## config.mk

```make
export PLATFORM = sky130hd
export DESIGN_NAME = fifo_queue_with_id_alloc
export DESIGN_NICKNAME = d
export VERILOG_FILES = /design/src/hw/rtl/fqid_pkg.sv /design/src/hw/rtl/fqid_ram.sv /design/src/hw/rtl/fqid_front.sv /design/src/hw/rtl/fqid_back.sv /design/src/hw/rtl/fifo_queue_with_id_alloc.sv
export SDC_FILE = /design/constraint.sdc
export NUM_CORES = 1
export LEC_CHECK = 0
export BUFFER_PORTS_ARGS = -buffer_cell sky130_fd_sc_hd__buf_4
export CELL_PAD_IN_SITES_DETAIL_PLACEMENT = 1
export CELL_PAD_IN_SITES_GLOBAL_PLACEMENT = 1
export CORE_MARGIN = 4
export CORE_UTILIZATION = 32
export DETAILED_ROUTE_END_ITERATION = 8
export GPL_ROUTABILITY_DRIVEN = 0
export PLACE_DENSITY_LB_ADDON = 0.05
export REMOVE_ABC_BUFFERS = 1
export SETUP_SLACK_MARGIN = 0.05
export SYNTH_ARGS = -nofsm -noshare
export SYNTH_HDL_FRONTEND = slang
export SYNTH_HIERARCHICAL = 1
export SYNTH_SLANG_ARGS = --single-unit
```

## constraint.sdc

```tcl
create_clock -name clock -period 7.75 [get_ports clock]
set_clock_uncertainty 0.05 [all_clocks]
set_input_delay 0.3875 -clock clock [delete_from_list [all_inputs] [get_ports clock]]
set_output_delay 0.3875 -clock clock [all_outputs]
set_load 0.01 [all_outputs]
```

## src/hw/rtl/fqid_pkg.sv

```systemverilog
// Shared types and constants for the identifier-allocating queue.
// Used by fqid_front, fqid_back and the top level fifo_queue_with_id_alloc.
package fqid_pkg;

   // Operation codes as they arrive on the request channel.
   typedef enum logic [2:0] {
      OP_ENQ  = 3'd0,
      OP_DEQ  = 3'd1,
      OP_RD   = 3'd2,
      OP_FIND = 3'd3,
      OP_REM  = 3'd4,
      OP_CLR  = 3'd5,
      OP_NOP  = 3'd6
   } op_type;

   // Response status codes.
   localparam logic [1:0] ST_OK   = 2'd0;
   localparam logic [1:0] ST_MISS = 2'd1;
   localparam logic [1:0] ST_FULL = 2'd2;

   // Entries in the command queue between the front and back parts.
   localparam int CMDQ_DEPTH = 2;

   typedef enum logic [2:0] {
      S_IDLE,
      S_SCAN,
      S_ALLOC,
      S_READ,
      S_SHIFT,
      S_FINISH
   } state_type;

   // One classified request item.
   typedef struct packed {
      op_type      operation;
      logic [15:0] handle_in;
      logic [3:0]  position;
      logic [15:0] key;
   } cmd_type;

endpackage

```

## src/hw/rtl/fqid_ram.sv

```systemverilog
// Generic single-write, single-read RAM with a registered read port.
// No dependencies; contents are undefined until written.
module fqid_ram #(
   parameter int WIDTH = 32,
   parameter int DEPTH = 16
) (
   input  logic                     clock,
   input  logic                     wr_en,
   input  logic [$clog2(DEPTH)-1:0] wr_addr,
   input  logic [WIDTH-1:0]         wr_data,
   input  logic [$clog2(DEPTH)-1:0] rd_addr,
   output logic [WIDTH-1:0]         rd_data
);

   logic [WIDTH-1:0] mem [DEPTH];
   logic [WIDTH-1:0] rd_data_ff;

   always_ff @(posedge clock) begin
      if (wr_en) begin
         mem[wr_addr] <= wr_data;
      end
      rd_data_ff <= mem[rd_addr];
   end

   assign rd_data = rd_data_ff;

endmodule

```

## src/hw/rtl/fqid_front.sv

```systemverilog
// Front part: accepts request items, classifies the operation code and
// holds them in a short command queue. Depends on fqid_pkg.
module fqid_front (
   input  logic              clock,
   input  logic              reset,
   input  logic              req_valid,
   output logic              req_stall,
   input  logic [2:0]        req_operation,
   input  logic [15:0]       req_handle_in,
   input  logic [3:0]        req_position,
   input  logic [15:0]       req_key,
   output logic              cmd_valid,
   output fqid_pkg::cmd_type cmd,
   input  logic              cmd_pop
);
   import fqid_pkg::*;

   localparam int PTR_W = $clog2(CMDQ_DEPTH);
   localparam int FILL_W = $clog2(CMDQ_DEPTH + 1);

   cmd_type            q_ff [CMDQ_DEPTH];
   logic [PTR_W-1:0]   wr_ptr_ff, wr_ptr_in;
   logic [PTR_W-1:0]   rd_ptr_ff, rd_ptr_in;
   logic [FILL_W-1:0]  fill_ff, fill_in;
   logic               push;
   logic               pop;
   cmd_type            new_cmd;

   // Unused operation codes become an explicit no-operation.
   always_comb begin
      new_cmd.handle_in = req_handle_in;
      new_cmd.position  = req_position;
      new_cmd.key       = req_key;
      if (req_operation <= OP_CLR) begin
         new_cmd.operation = op_type'(req_operation);
      end else begin
         new_cmd.operation = OP_NOP;
      end
   end

   assign req_stall = (fill_ff == FILL_W'(CMDQ_DEPTH));
   assign push      = req_valid && !req_stall;
   assign cmd_valid = (fill_ff != '0);
   assign pop       = cmd_pop && cmd_valid;
   assign cmd       = q_ff[rd_ptr_ff];

   always_comb begin
      wr_ptr_in = wr_ptr_ff;
      rd_ptr_in = rd_ptr_ff;
      fill_in   = fill_ff;
      if (push) begin
         wr_ptr_in = (wr_ptr_ff == PTR_W'(CMDQ_DEPTH - 1)) ? '0 : wr_ptr_ff + PTR_W'(1);
      end
      if (pop) begin
         rd_ptr_in = (rd_ptr_ff == PTR_W'(CMDQ_DEPTH - 1)) ? '0 : rd_ptr_ff + PTR_W'(1);
      end
      if (push && !pop) begin
         fill_in = fill_ff + FILL_W'(1);
      end else if (pop && !push) begin
         fill_in = fill_ff - FILL_W'(1);
      end
   end

   always_ff @(posedge clock) begin
      if (reset) begin
         wr_ptr_ff <= '0;
         rd_ptr_ff <= '0;
         fill_ff   <= '0;
      end else begin
         wr_ptr_ff <= wr_ptr_in;
         rd_ptr_ff <= rd_ptr_in;
         fill_ff   <= fill_in;
      end
   end

   always_ff @(posedge clock) begin
      if (push) begin
         q_ff[wr_ptr_ff] <= new_cmd;
      end
   end

endmodule

```

## src/hw/rtl/fqid_back.sv

```systemverilog
// Back part: a sequencer that carries out one command at a time against the
// entry memory and drives the response register. Depends on fqid_pkg, fqid_ram.
module fqid_back #(
   parameter int DEPTH       = 16,
   parameter int ID_BITS     = 16,
   parameter int HANDLE_BITS = 16
) (
   input  logic              clock,
   input  logic              reset,
   input  logic              cmd_valid,
   input  fqid_pkg::cmd_type cmd,
   output logic              cmd_pop,
   output logic              rsp_valid,
   input  logic              rsp_stall,
   output logic [1:0]        rsp_status,
   output logic [15:0]       rsp_id_out,
   output logic [15:0]       rsp_handle_out,
   output logic [4:0]        rsp_fill_count
);
   import fqid_pkg::*;

   localparam int     AW      = $clog2(DEPTH);
   localparam int     CW      = $clog2(DEPTH + 1);
   localparam int     WW      = ID_BITS + HANDLE_BITS;
   localparam int     DW      = ID_BITS + 1;
   localparam int     CMPW    = (ID_BITS > 16) ? ID_BITS : 16;
   localparam int     PW      = (CW > 4) ? CW : 4;
   localparam longint MAXID_L = (longint'(1) << ID_BITS) - 1;
   // Highest candidate offset worth checking; beyond it the sequence repeats
   // or a free identifier is certain to have been found.
   localparam int     LIM     = int'((longint'(DEPTH) < MAXID_L) ? longint'(DEPTH)
                                                               : MAXID_L - 1);
   localparam int     KW      = $clog2(LIM + 1);
   localparam logic [ID_BITS-1:0] MAXID = '1;

   state_type               state_ff, state_in;
   cmd_type                 cmd_ff, cmd_in;
   logic [CW-1:0]           cnt_ff, cnt_in;
   logic [ID_BITS-1:0]      nfid_ff, nfid_in;
   logic [CW-1:0]           idx_ff, idx_in;
   logic                    dv_ff, dv_in;
   logic [CW-1:0]           didx_ff, didx_in;
   logic [LIM:0]            bmap_ff, bmap_in;
   logic [KW-1:0]           kofs_ff, kofs_in;
   logic [1:0]              res_status_ff, res_status_in;
   logic [ID_BITS-1:0]      res_id_ff, res_id_in;
   logic [HANDLE_BITS-1:0]  res_handle_ff, res_handle_in;
   logic                    rsp_valid_ff, rsp_valid_in;
   logic [1:0]              rsp_status_ff, rsp_status_in;
   logic [15:0]             rsp_id_ff, rsp_id_in;
   logic [15:0]             rsp_handle_ff, rsp_handle_in;
   logic [4:0]              rsp_fill_ff, rsp_fill_in;

   logic                    ram_we;
   logic [AW-1:0]           ram_waddr;
   logic [WW-1:0]           ram_wdata;
   logic [AW-1:0]           ram_raddr;
   logic [WW-1:0]           ram_rdata;

   logic [ID_BITS-1:0]      rd_id;
   logic [HANDLE_BITS-1:0]  rd_handle;
   logic [DW-1:0]           id_gap;
   logic                    in_range;
   logic [DW-1:0]           sum;
   logic [ID_BITS-1:0]      cand;
   logic [ID_BITS-1:0]      cand_next;
   logic                    key_hit;
   logic                    out_free;
   logic [CW-1:0]           didx_m1;
   logic                    stream_done;

   fqid_ram #(
      .WIDTH (WW),
      .DEPTH (DEPTH)
   ) u_ram (
      .clock   (clock),
      .wr_en   (ram_we),
      .wr_addr (ram_waddr),
      .wr_data (ram_wdata),
      .rd_addr (ram_raddr),
      .rd_data (ram_rdata)
   );

   assign rd_id     = ram_rdata[WW-1:HANDLE_BITS];
   assign rd_handle = ram_rdata[HANDLE_BITS-1:0];
   assign key_hit   = (CMPW'(rd_id) == CMPW'(cmd_ff.key));
   assign out_free  = !rsp_valid_ff || !rsp_stall;
   assign didx_m1   = didx_ff - CW'(1);
   assign stream_done = !dv_ff && (idx_ff >= cnt_ff);

   // Distance of a queued identifier from the allocation counter, measured
   // along the wrapping sequence 1..MAXID.
   always_comb begin
      if (rd_id >= nfid_ff) begin
         id_gap = DW'(rd_id) - DW'(nfid_ff);
      end else begin
         id_gap = DW'(rd_id) + DW'(MAXID) - DW'(nfid_ff);
      end
      in_range = (id_gap <= DW'(LIM));
   end

   always_comb begin
      sum = DW'(nfid_ff) + DW'(kofs_ff);
      if (sum > DW'(MAXID)) begin
         cand = ID_BITS'(sum - DW'(MAXID));
      end else begin
         cand = ID_BITS'(sum);
      end
      cand_next = (cand == MAXID) ? ID_BITS'(1) : cand + ID_BITS'(1);
   end

   always_comb begin
      state_in      = state_ff;
      cmd_in        = cmd_ff;
      cnt_in        = cnt_ff;
      nfid_in       = nfid_ff;
      idx_in        = idx_ff;
      dv_in         = 1'b0;
      didx_in       = didx_ff;
      bmap_in       = bmap_ff;
      kofs_in       = kofs_ff;
      res_status_in = res_status_ff;
      res_id_in     = res_id_ff;
      res_handle_in = res_handle_ff;
      rsp_valid_in  = rsp_valid_ff && rsp_stall;
      rsp_status_in = rsp_status_ff;
      rsp_id_in     = rsp_id_ff;
      rsp_handle_in = rsp_handle_ff;
      rsp_fill_in   = rsp_fill_ff;
      cmd_pop       = 1'b0;
      ram_we        = 1'b0;
      ram_waddr     = didx_m1[AW-1:0];
      ram_wdata     = ram_rdata;
      ram_raddr     = idx_ff[AW-1:0];

      case (state_ff)
         S_IDLE: begin
            cmd_pop = cmd_valid;
            if (cmd.operation == OP_RD) begin
               ram_raddr = AW'(cmd.position);
            end else begin
               ram_raddr = '0;
            end
            if (cmd_valid) begin
               cmd_in        = cmd;
               res_status_in = ST_OK;
               res_id_in     = '0;
               res_handle_in = '0;
               idx_in        = '0;
               bmap_in       = '0;
               kofs_in       = '0;
               case (cmd.operation)
                  OP_ENQ: begin
                     if (cnt_ff == CW'(DEPTH)) begin
                        res_status_in = ST_FULL;
                        state_in      = S_FINISH;
                     end else begin
                        state_in = S_SCAN;
                     end
                  end
                  OP_DEQ: begin
                     if (cnt_ff == '0) begin
                        res_status_in = ST_MISS;
                        state_in      = S_FINISH;
                     end else begin
                        state_in = S_READ;
                     end
                  end
                  OP_RD: begin
                     if (PW'(cmd.position) >= PW'(cnt_ff)) begin
                        res_status_in = ST_MISS;
                        state_in      = S_FINISH;
                     end else begin
                        state_in = S_READ;
                     end
                  end
                  OP_FIND, OP_REM: begin
                     if (cnt_ff == '0) begin
                        res_status_in = ST_MISS;
                        state_in      = S_FINISH;
                     end else begin
                        state_in = S_SCAN;
                     end
                  end
                  OP_CLR: begin
                     cnt_in   = '0;
                     state_in = S_FINISH;
                  end
                  default: begin
                     state_in = S_FINISH;
                  end
               endcase
            end
         end

         // Streams the entries through the read port, one per cycle; the
         // data of the previous address is checked while the next is read.
         S_SCAN: begin
            if (stream_done) begin
               if (cmd_ff.operation == OP_ENQ) begin
                  state_in = S_ALLOC;
               end else begin
                  res_status_in = ST_MISS;
                  state_in      = S_FINISH;
               end
            end else begin
               if (idx_ff < cnt_ff) begin
                  dv_in   = 1'b1;
                  didx_in = idx_ff;
                  idx_in  = idx_ff + CW'(1);
               end
               if (dv_ff) begin
                  if (cmd_ff.operation == OP_ENQ) begin
                     if (in_range) begin
                        bmap_in[id_gap[KW-1:0]] = 1'b1;
                     end
                  end else if (key_hit) begin
                     res_id_in     = rd_id;
                     res_handle_in = rd_handle;
                     dv_in         = 1'b0;
                     if (cmd_ff.operation == OP_REM) begin
                        idx_in   = didx_ff + CW'(1);
                        state_in = S_SHIFT;
                     end else begin
                        state_in = S_FINISH;
                     end
                  end
               end
            end
         end

         // Walks the offsets from the counter until one is not taken; if all up to LIM are taken, reports full.
         S_ALLOC: begin
            if (!bmap_ff[kofs_ff]) begin
               ram_we        = 1'b1;
               ram_waddr     = cnt_ff[AW-1:0];
               ram_wdata     = {cand, HANDLE_BITS'(cmd_ff.handle_in)};
               cnt_in        = cnt_ff + CW'(1);
               nfid_in       = cand_next;
               res_id_in     = cand;
               res_handle_in = HANDLE_BITS'(cmd_ff.handle_in);
               state_in      = S_FINISH;
            end else if (kofs_ff == KW'(LIM)) begin
               res_status_in = ST_FULL;
               state_in      = S_FINISH;
            end else begin
               kofs_in = kofs_ff + KW'(1);
            end
         end

         S_READ: begin
            res_id_in     = rd_id;
            res_handle_in = rd_handle;
            if (cmd_ff.operation == OP_DEQ) begin
               idx_in   = CW'(1);
               state_in = S_SHIFT;
            end else begin
               state_in = S_FINISH;
            end
         end

         // Moves every entry after the removed one down by one place.
         S_SHIFT: begin
            if (stream_done) begin
               cnt_in   = cnt_ff - CW'(1);
               state_in = S_FINISH;
            end else begin
               if (idx_ff < cnt_ff) begin
                  dv_in   = 1'b1;
                  didx_in = idx_ff;
                  idx_in  = idx_ff + CW'(1);
               end
               if (dv_ff) begin
                  ram_we = 1'b1;
               end
            end
         end

         S_FINISH: begin
            if (out_free) begin
               rsp_valid_in  = 1'b1;
               rsp_status_in = res_status_ff;
               rsp_id_in     = 16'(res_id_ff);
               rsp_handle_in = 16'(res_handle_ff);
               rsp_fill_in   = 5'(cnt_ff);
               state_in      = S_IDLE;
            end
         end

         default: begin
            state_in = S_IDLE;
         end
      endcase
   end

   always_ff @(posedge clock) begin
      if (reset) begin
         state_ff     <= S_IDLE;
         cnt_ff       <= '0;
         nfid_ff      <= ID_BITS'(1);
         dv_ff        <= 1'b0;
         rsp_valid_ff <= 1'b0;
      end else begin
         state_ff     <= state_in;
         cnt_ff       <= cnt_in;
         nfid_ff      <= nfid_in;
         dv_ff        <= dv_in;
         rsp_valid_ff <= rsp_valid_in;
      end
   end

   always_ff @(posedge clock) begin
      cmd_ff        <= cmd_in;
      idx_ff        <= idx_in;
      didx_ff       <= didx_in;
      bmap_ff       <= bmap_in;
      kofs_ff       <= kofs_in;
      res_status_ff <= res_status_in;
      res_id_ff     <= res_id_in;
      res_handle_ff <= res_handle_in;
      rsp_status_ff <= rsp_status_in;
      rsp_id_ff     <= rsp_id_in;
      rsp_handle_ff <= rsp_handle_in;
      rsp_fill_ff   <= rsp_fill_in;
   end

   assign rsp_valid      = rsp_valid_ff;
   assign rsp_status     = rsp_status_ff;
   assign rsp_id_out     = rsp_id_ff;
   assign rsp_handle_out = rsp_handle_ff;
   assign rsp_fill_count = rsp_fill_ff;

endmodule

```

## src/hw/rtl/fifo_queue_with_id_alloc.sv

```systemverilog
// Time from request to response: clear, unused codes and the empty, full and out-of-range
// cases go straight to the response; read fetches one entry; dequeue, find, remove and
// enqueue depend on the fill level, enqueue also on the free offset found. The time is set
// by the entry scan through the single read port; the next item can be taken in the cycle
// after a response is loaded. Reset: empty queue, next identifier 1; entry memory left
// undefined.
module fifo_queue_with_id_alloc #(
   parameter int DEPTH       = 16,
   parameter int ID_BITS     = 16,
   parameter int HANDLE_BITS = 16
) (
   input  logic        clock,
   input  logic        reset,
   input  logic        req_valid,
   output logic        req_stall,
   input  logic [2:0]  req_operation,
   input  logic [15:0] req_handle_in,
   input  logic [3:0]  req_position,
   input  logic [15:0] req_key,
   output logic        rsp_valid,
   input  logic        rsp_stall,
   output logic [1:0]  rsp_status,
   output logic [15:0] rsp_id_out,
   output logic [15:0] rsp_handle_out,
   output logic [4:0]  rsp_fill_count
);
   import fqid_pkg::*;

   logic    cmd_valid;
   logic    cmd_pop;
   cmd_type cmd;

   fqid_front u_front (
      .clock         (clock),
      .reset         (reset),
      .req_valid     (req_valid),
      .req_stall     (req_stall),
      .req_operation (req_operation),
      .req_handle_in (req_handle_in),
      .req_position  (req_position),
      .req_key       (req_key),
      .cmd_valid     (cmd_valid),
      .cmd           (cmd),
      .cmd_pop       (cmd_pop)
   );

   fqid_back #(
      .DEPTH       (DEPTH),
      .ID_BITS     (ID_BITS),
      .HANDLE_BITS (HANDLE_BITS)
   ) u_back (
      .clock          (clock),
      .reset          (reset),
      .cmd_valid      (cmd_valid),
      .cmd            (cmd),
      .cmd_pop        (cmd_pop),
      .rsp_valid      (rsp_valid),
      .rsp_stall      (rsp_stall),
      .rsp_status     (rsp_status),
      .rsp_id_out     (rsp_id_out),
      .rsp_handle_out (rsp_handle_out),
      .rsp_fill_count (rsp_fill_count)
   );

endmodule
```

== Word level (Yosys, flattened, before mapping) ==
Memories as Yosys holds them, arrays and structs flattened. A register that Yosys moved wholly into a read port is not among the register bits.
Cells that the tools add are included.

* Input bits: 43
* Output and inout port bits: 41
* Memories kept: 2
* Bits in writable memories: 590
* Flip-flop bits (word level): 170
* Word-level logic and storage cells: 234

* Order comparisons: 10
* Bitwise gates (word level): 3
* Mux-type cells: 103
* Add/sub/neg operators: 16
* Reductions and logical operators: 40
* Equality and inequality tests: 38

{| class="wikitable"
|+ Memories
! name !! depth !! bits a word !! rd ports !! clocked after Yosys merged registers in !! write ports !! line !! text
|-
| u_back.u_ram.mem || 16 || 32 || 1 || 1 || 1 || fqid_ram.sv:15 || <nowiki>logic [WIDTH-1:0] mem [DEPTH];</nowiki>
|-
| u_front.q_ff || 2 || 39 || 1 || 1 || 1 || fqid_front.sv:21 || <nowiki>cmd_type q_ff [CMDQ_DEPTH];</nowiki>
|}

{| class="wikitable"
|+ Operators by type and width
! kind !! number
|-
| two-way mux 16 bit || 13
|-
| case mux 16 bit (4 select lines) || 2
|-
| two-way mux 17 bit || 6
|-
| two-way mux 5 bit || 15
|-
| two-way mux 32 bit || 2
|-
| two-way mux 3 bit || 15
|-
| case mux 17 bit (2 select lines) || 1
|-
| two-way mux 1 bit || 26
|-
| inequality test 2 x 1 -> 1 bit (second input constant) || 11
|-
| adder 5 x 1 -> 5 bit (second input constant) || 4
|-
| case mux 5 bit (4 select lines) || 1
|-
| case mux 3 bit (6 select lines) || 1
|-
| adder 16 x 16 -> 17 bit (second input constant) || 1
|-
| adder 16 x 5 -> 17 bit || 1
|-
| greater-than comparator 17 x 16 -> 1 bit (second input constant) || 1
|-
| <= comparator 17 x 5 -> 1 bit (second input constant) || 1
|-
| OR 17 bit || 1
|-
| subtractor 16 x 16 -> 17 bit || 1
|-
| subtractor 17 x 16 -> 17 bit || 1
|-
| adder 16 x 1 -> 16 bit (second input constant) || 1
|-
| equality test 16 bit || 1
|-
| equality test 16 bit (second input constant) || 1
|-
| greater-or-equal comparator 16 bit || 1
|-
| two-way mux 2 bit || 8
|-
| other kinds (46) || 94
|}

== Logic depth before layout (Yosys ltp) ==
* Depth in word-level cells: 13
* Depth in mapped cells: 18

== Modules after synthesis ==
The synthesis kept the hierarchy.

{| class="wikitable"
|+ Modules (own cells, without submodules)
! module !! times used !! area an instance (sq um) !! cells an instance
|-
| fqid_ram || 1 || 19,836.5 || 838
|-
| fqid_back || 1 || 10,227.3 || 1,045
|-
| fqid_front || 1 || 3,042.9 || 149
|}

== Worst setup path before layout ==
OpenSTA, ideal clock, no wires.

* Path type: reg2reg
* Start point: register u_back.kofs_ff[0]
* End point: memory u_back.u_ram.mem[0][0], enable pin
* Setup time: 0.461 ns
* Arrival time: 5.310 ns
* Path slack: 1.929 ns
* Required time: 7.239 ns
* Clock period less this slack: 5.821 ns
* Stages on the path, launching flop included: 14
* Cell sequence: edfxtp_1 buf_2 mux4_2 mux4_2 inv_2 o21ai_1 or2_1 clkbuf_1 buf_2 clkbuf_1 nand2_1 o21ai_0 or3b_2 nor3_1

{| class="wikitable"
|+ RTL lines
! item !! line !! text
|-
| from (decl) || fqid_back.sv:44 || <nowiki>logic [KW-1:0] kofs_ff, kofs_in;</nowiki>
|-
| from (signal assigned) || fqid_back.sv:317 || <nowiki>kofs_ff <= kofs_in;</nowiki>
|-
| binary-select mux 1 bit (select 5 bit) || fqid_back.sv:234 || <nowiki>if (!bmap_ff[kofs_ff]) begin</nowiki>
|-
| two-way mux 1 bit (implied by the code) || fqid_back.sv:234 ||
|-
| two-way mux 4 bit || fqid_back.sv:234 ||
|-
| two-way mux 4 bit || fqid_back.sv:136 || <nowiki>case (state_ff)</nowiki>
|-
| net u_back.ram_waddr[2] || fqid_back.sv:55 || <nowiki>logic [AW-1:0] ram_waddr;</nowiki>
|-
| to (decl) || fqid_ram.sv:15 ||
|}

The timed path passes the listed nets, and every way through them passes these cells. The select of a mux whose other input is x is not followed.

== Worst setup path after layout ==
* Start point: register u_back.kofs_ff[0]
* End point: memory u_back.u_ram.mem[15][30], enable pin

Same word-level chain as after synthesis.

==> metrics <==
#FFs+latches synth 793; root buffer cell clkbuf_16; Fill cells 10300; register area share after synthesis 70.0%; die width 330 um; Rel. slew slack 24.9%; vias in the first global route 20100; DRT iter0 DRCs 1123; worst skew pair latency 0.66 ns; placed cell count 3432; Top Ports 84; Post-Route WL 96800 um; number of flops mapped to enable cells by yosys 730; Leak 0.0127 uW; die height 330 um; wire per inst 26.6 um; overall routing resource usage 17.8%; fin cells 3634; die area 109000 um^2; site row count 117; Setup WS post-layout 2.18 ns; max-slew violation total from the final report 0; crit end category register; grt ovf 0; CTS tree done; Post-DP Area 35600 um^2; RSZ-0062 raised after global routing no; startpoint types register; layout cell share with drive strength beyond 1 21.9%; Core Footprint 102000 um^2; max cap viols 0; Post-synth ARST share 0%; Antenna diodes 0; final setup fails 0; Max Freq 179 MHz; Via-to-Cell Ratio 5.15; Post-Synthesis Cells 2032; Starting Density 32.4%; Critical Path AT 5.87 ns; Post-CTS Resized 0; Pwr Density 396 nW/um^2; largest net degree at the start of global routing 74; Tightest Pin Transition 1.12 ns; buffers added on ports 83; post-DP HPWL 60300 um; DRT antenna net count 0; final hold violation count 0; DRC Markers 0; total power 15400 uW; DP Worst Slack 2.16 ns; CTS clk-pin slew, worst paths 0.06 ns; Main synth FF type edfxtp_1; min-delay worst type input pin to register; Layout Nets 2282; Synth Warn # 6; design area 38800 um^2; Avg Cell Area, Syn 16.3 um^2; Final min period 5.57 ns; initial antenna violation count 3; WS Path Type register to register; Max Fanout on Critical Path 24; synthesized area 33100 um^2; Peak VDD IR 0.241 mV; CTS buffer count 89; first-pass GRT wire length 141000 um; Yosys cell types 92; htree depth 3; clk sinks 793; Required @ worst endpoint 8.04 ns; Tcrit/Tclk final 71.9%; Syn-to-layout area delta 17.3%; Bufs on Longest Clock Path 3; via count 18700; Detailed Routing Iterations Pass 1 5; status completed
## area by class of cell
cell class                      instances  area (um^2)  area share, %
Clock buffer                          123         2440           6.28
Inverter                               54          203          0.522
Clock inverter                         41          427           1.10
Timing Repair Buffer                  175         1430           3.69
Tap cell                             1368         1710           4.41
Sequential cell                       793        23200           59.7
Multi-Input combinational cell       1080         9430           24.3
## power by group
part           internal [uW]  total [uW]  leakage (uW)  switching (uW)
combinational           1890        5060       0.00412            3180
clock                   2380        4110       0.00138            1730
sequential              5750        6200       0.00719             444
total                  10000       15400        0.0127            5350
## worst max-delay path, cell delays in order (launching register included)
cell and delay, ns:
edfxtp_1 0.66, mux4_2 0.58, mux4_2 0.48, inv_2 0.08
o21ai_1 0.21, or2_2 0.64, a21oi_1 0.71, nand2_1 0.45
nor2_4 0.98, buf_4 0.39
## logic make-up (layout without fill, tap and decap cells)
| kind of cell | Yosys count | in the layout | share of synthesized area [%] |
|---|---|---|---|
| AO/OA/AOI/OAI | 330 | 330 | 6.63 |
| XOR/XNOR | 65 | 65 | 1.76 |
| adder cells (fa/ha/maj) | 46 | 46 | 1.83 |
| buffers and inverters | 159 | 393 | 2.09 |
| flip-flops | 793 | 793 | 70.0 |
| multiplexers | 187 | 187 | 10.8 |
| AND/OR/NAND/NOR | 452 | 452 | 6.82 |
## metal layers
metal	GRT usage, %	wire [um]	up-vias
li1	-	-	8325
met1	24.7	44500	9945
met2	29.7	47000	301
met3	2.51	3180	132
met4	4.37	2090	0
met5	0	0	-
## worst paths after layout
kind | to | cells past startpoint | start | slack, ns
worst max-delay path | u_back/u_ram/mem[15][30] | 9 | u_back/kofs_ff[0] | 2.18
worst min-delay path | u_back/rsp_valid | 3 | rsp_stall | 0.07
worst max register to register | u_back/u_ram/mem[15][30] | 9 | u_back/kofs_ff[0] | 2.18
worst min register to register | u_back/rsp_handle_out[8] | 0 | u_back/res_handle_ff[8] | 0.37
## cells in the mapped netlist (12+ instances only)
library cell | instances | area share (%)
edfxtp_1 | 730 | 66
nand2_1 | 170 | 1.9
mux4_2 | 133 | 9.0
nor2_1 | 92 | 1.0
a21oi_1 | 84 | 1.3
a22oi_1 | 65 | 1.5
dfxtp_1 | 63 | 3.8
o21ai_0 | 58 | 0.88
clkbuf_1 | 52 | 0.59
inv_1 | 52 | 0.59
ha_1 | 42 | 1.6
mux2_2 | 42 | 1.4
xnor2_1 | 38 | 1.0
nand3_1 | 37 | 0.56
buf_2 | 26 | 0.39
xor2_1 | 26 | 0.69
a22o_1 | 24 | 0.63
nor3_1 | 19 | 0.29
and3_1 | 16 | 0.30
nand4_1 | 16 | 0.30
buf_4 | 15 | 0.34
o31ai_1 | 14 | 0.32
or3_1 | 14 | 0.26
nand3b_1 | 12 | 0.27
## placed cells by master, fill, tap and decap left out, types with 58 or more instances in the layout
| master | n |
|---|---|
| nor2_1 | 78 |
| edfxtp_1 | 730 |
| mux4_2 | 133 |
| a22oi_1 | 65 |
| a21oi_1 | 83 |
| o21ai_0 | 58 |
| nand2_1 | 170 |
| buf_4 | 135 |
| clkbuf_16 | 91 |
| dfxtp_1 | 62 |
## stage by stage
step	hold slack, ns	utilization (%)	setup TNS [ns]
6_report	0.0701	38.0	0
5_1_grt	0.0570	38.0	0
4_1_cts	0.00264	38.0	0
3_5_place_dp	0.356	34.8	0
3_3_place_gp	0.352	34.8	0
2_1_floorplan	0.350	-	-22.82
## repair_timing
action | in CTS | in global routing
hold buffers | 38 | 0
setup buffers | 0 | 0
endpoints found under the hold margin | 78 | 0
## state kept, by name, indices dropped and copies added (netlist names), 17 cells and up, named ones only
register and flops:
u_back/cmd_ff 35, u_back/u_ram/mem 512, u_front/q_ff 78, u_back/bmap_ff 17, u_back/u_ram/rd_data 32
No activity file was read; power rests on OpenSTA's default activity.
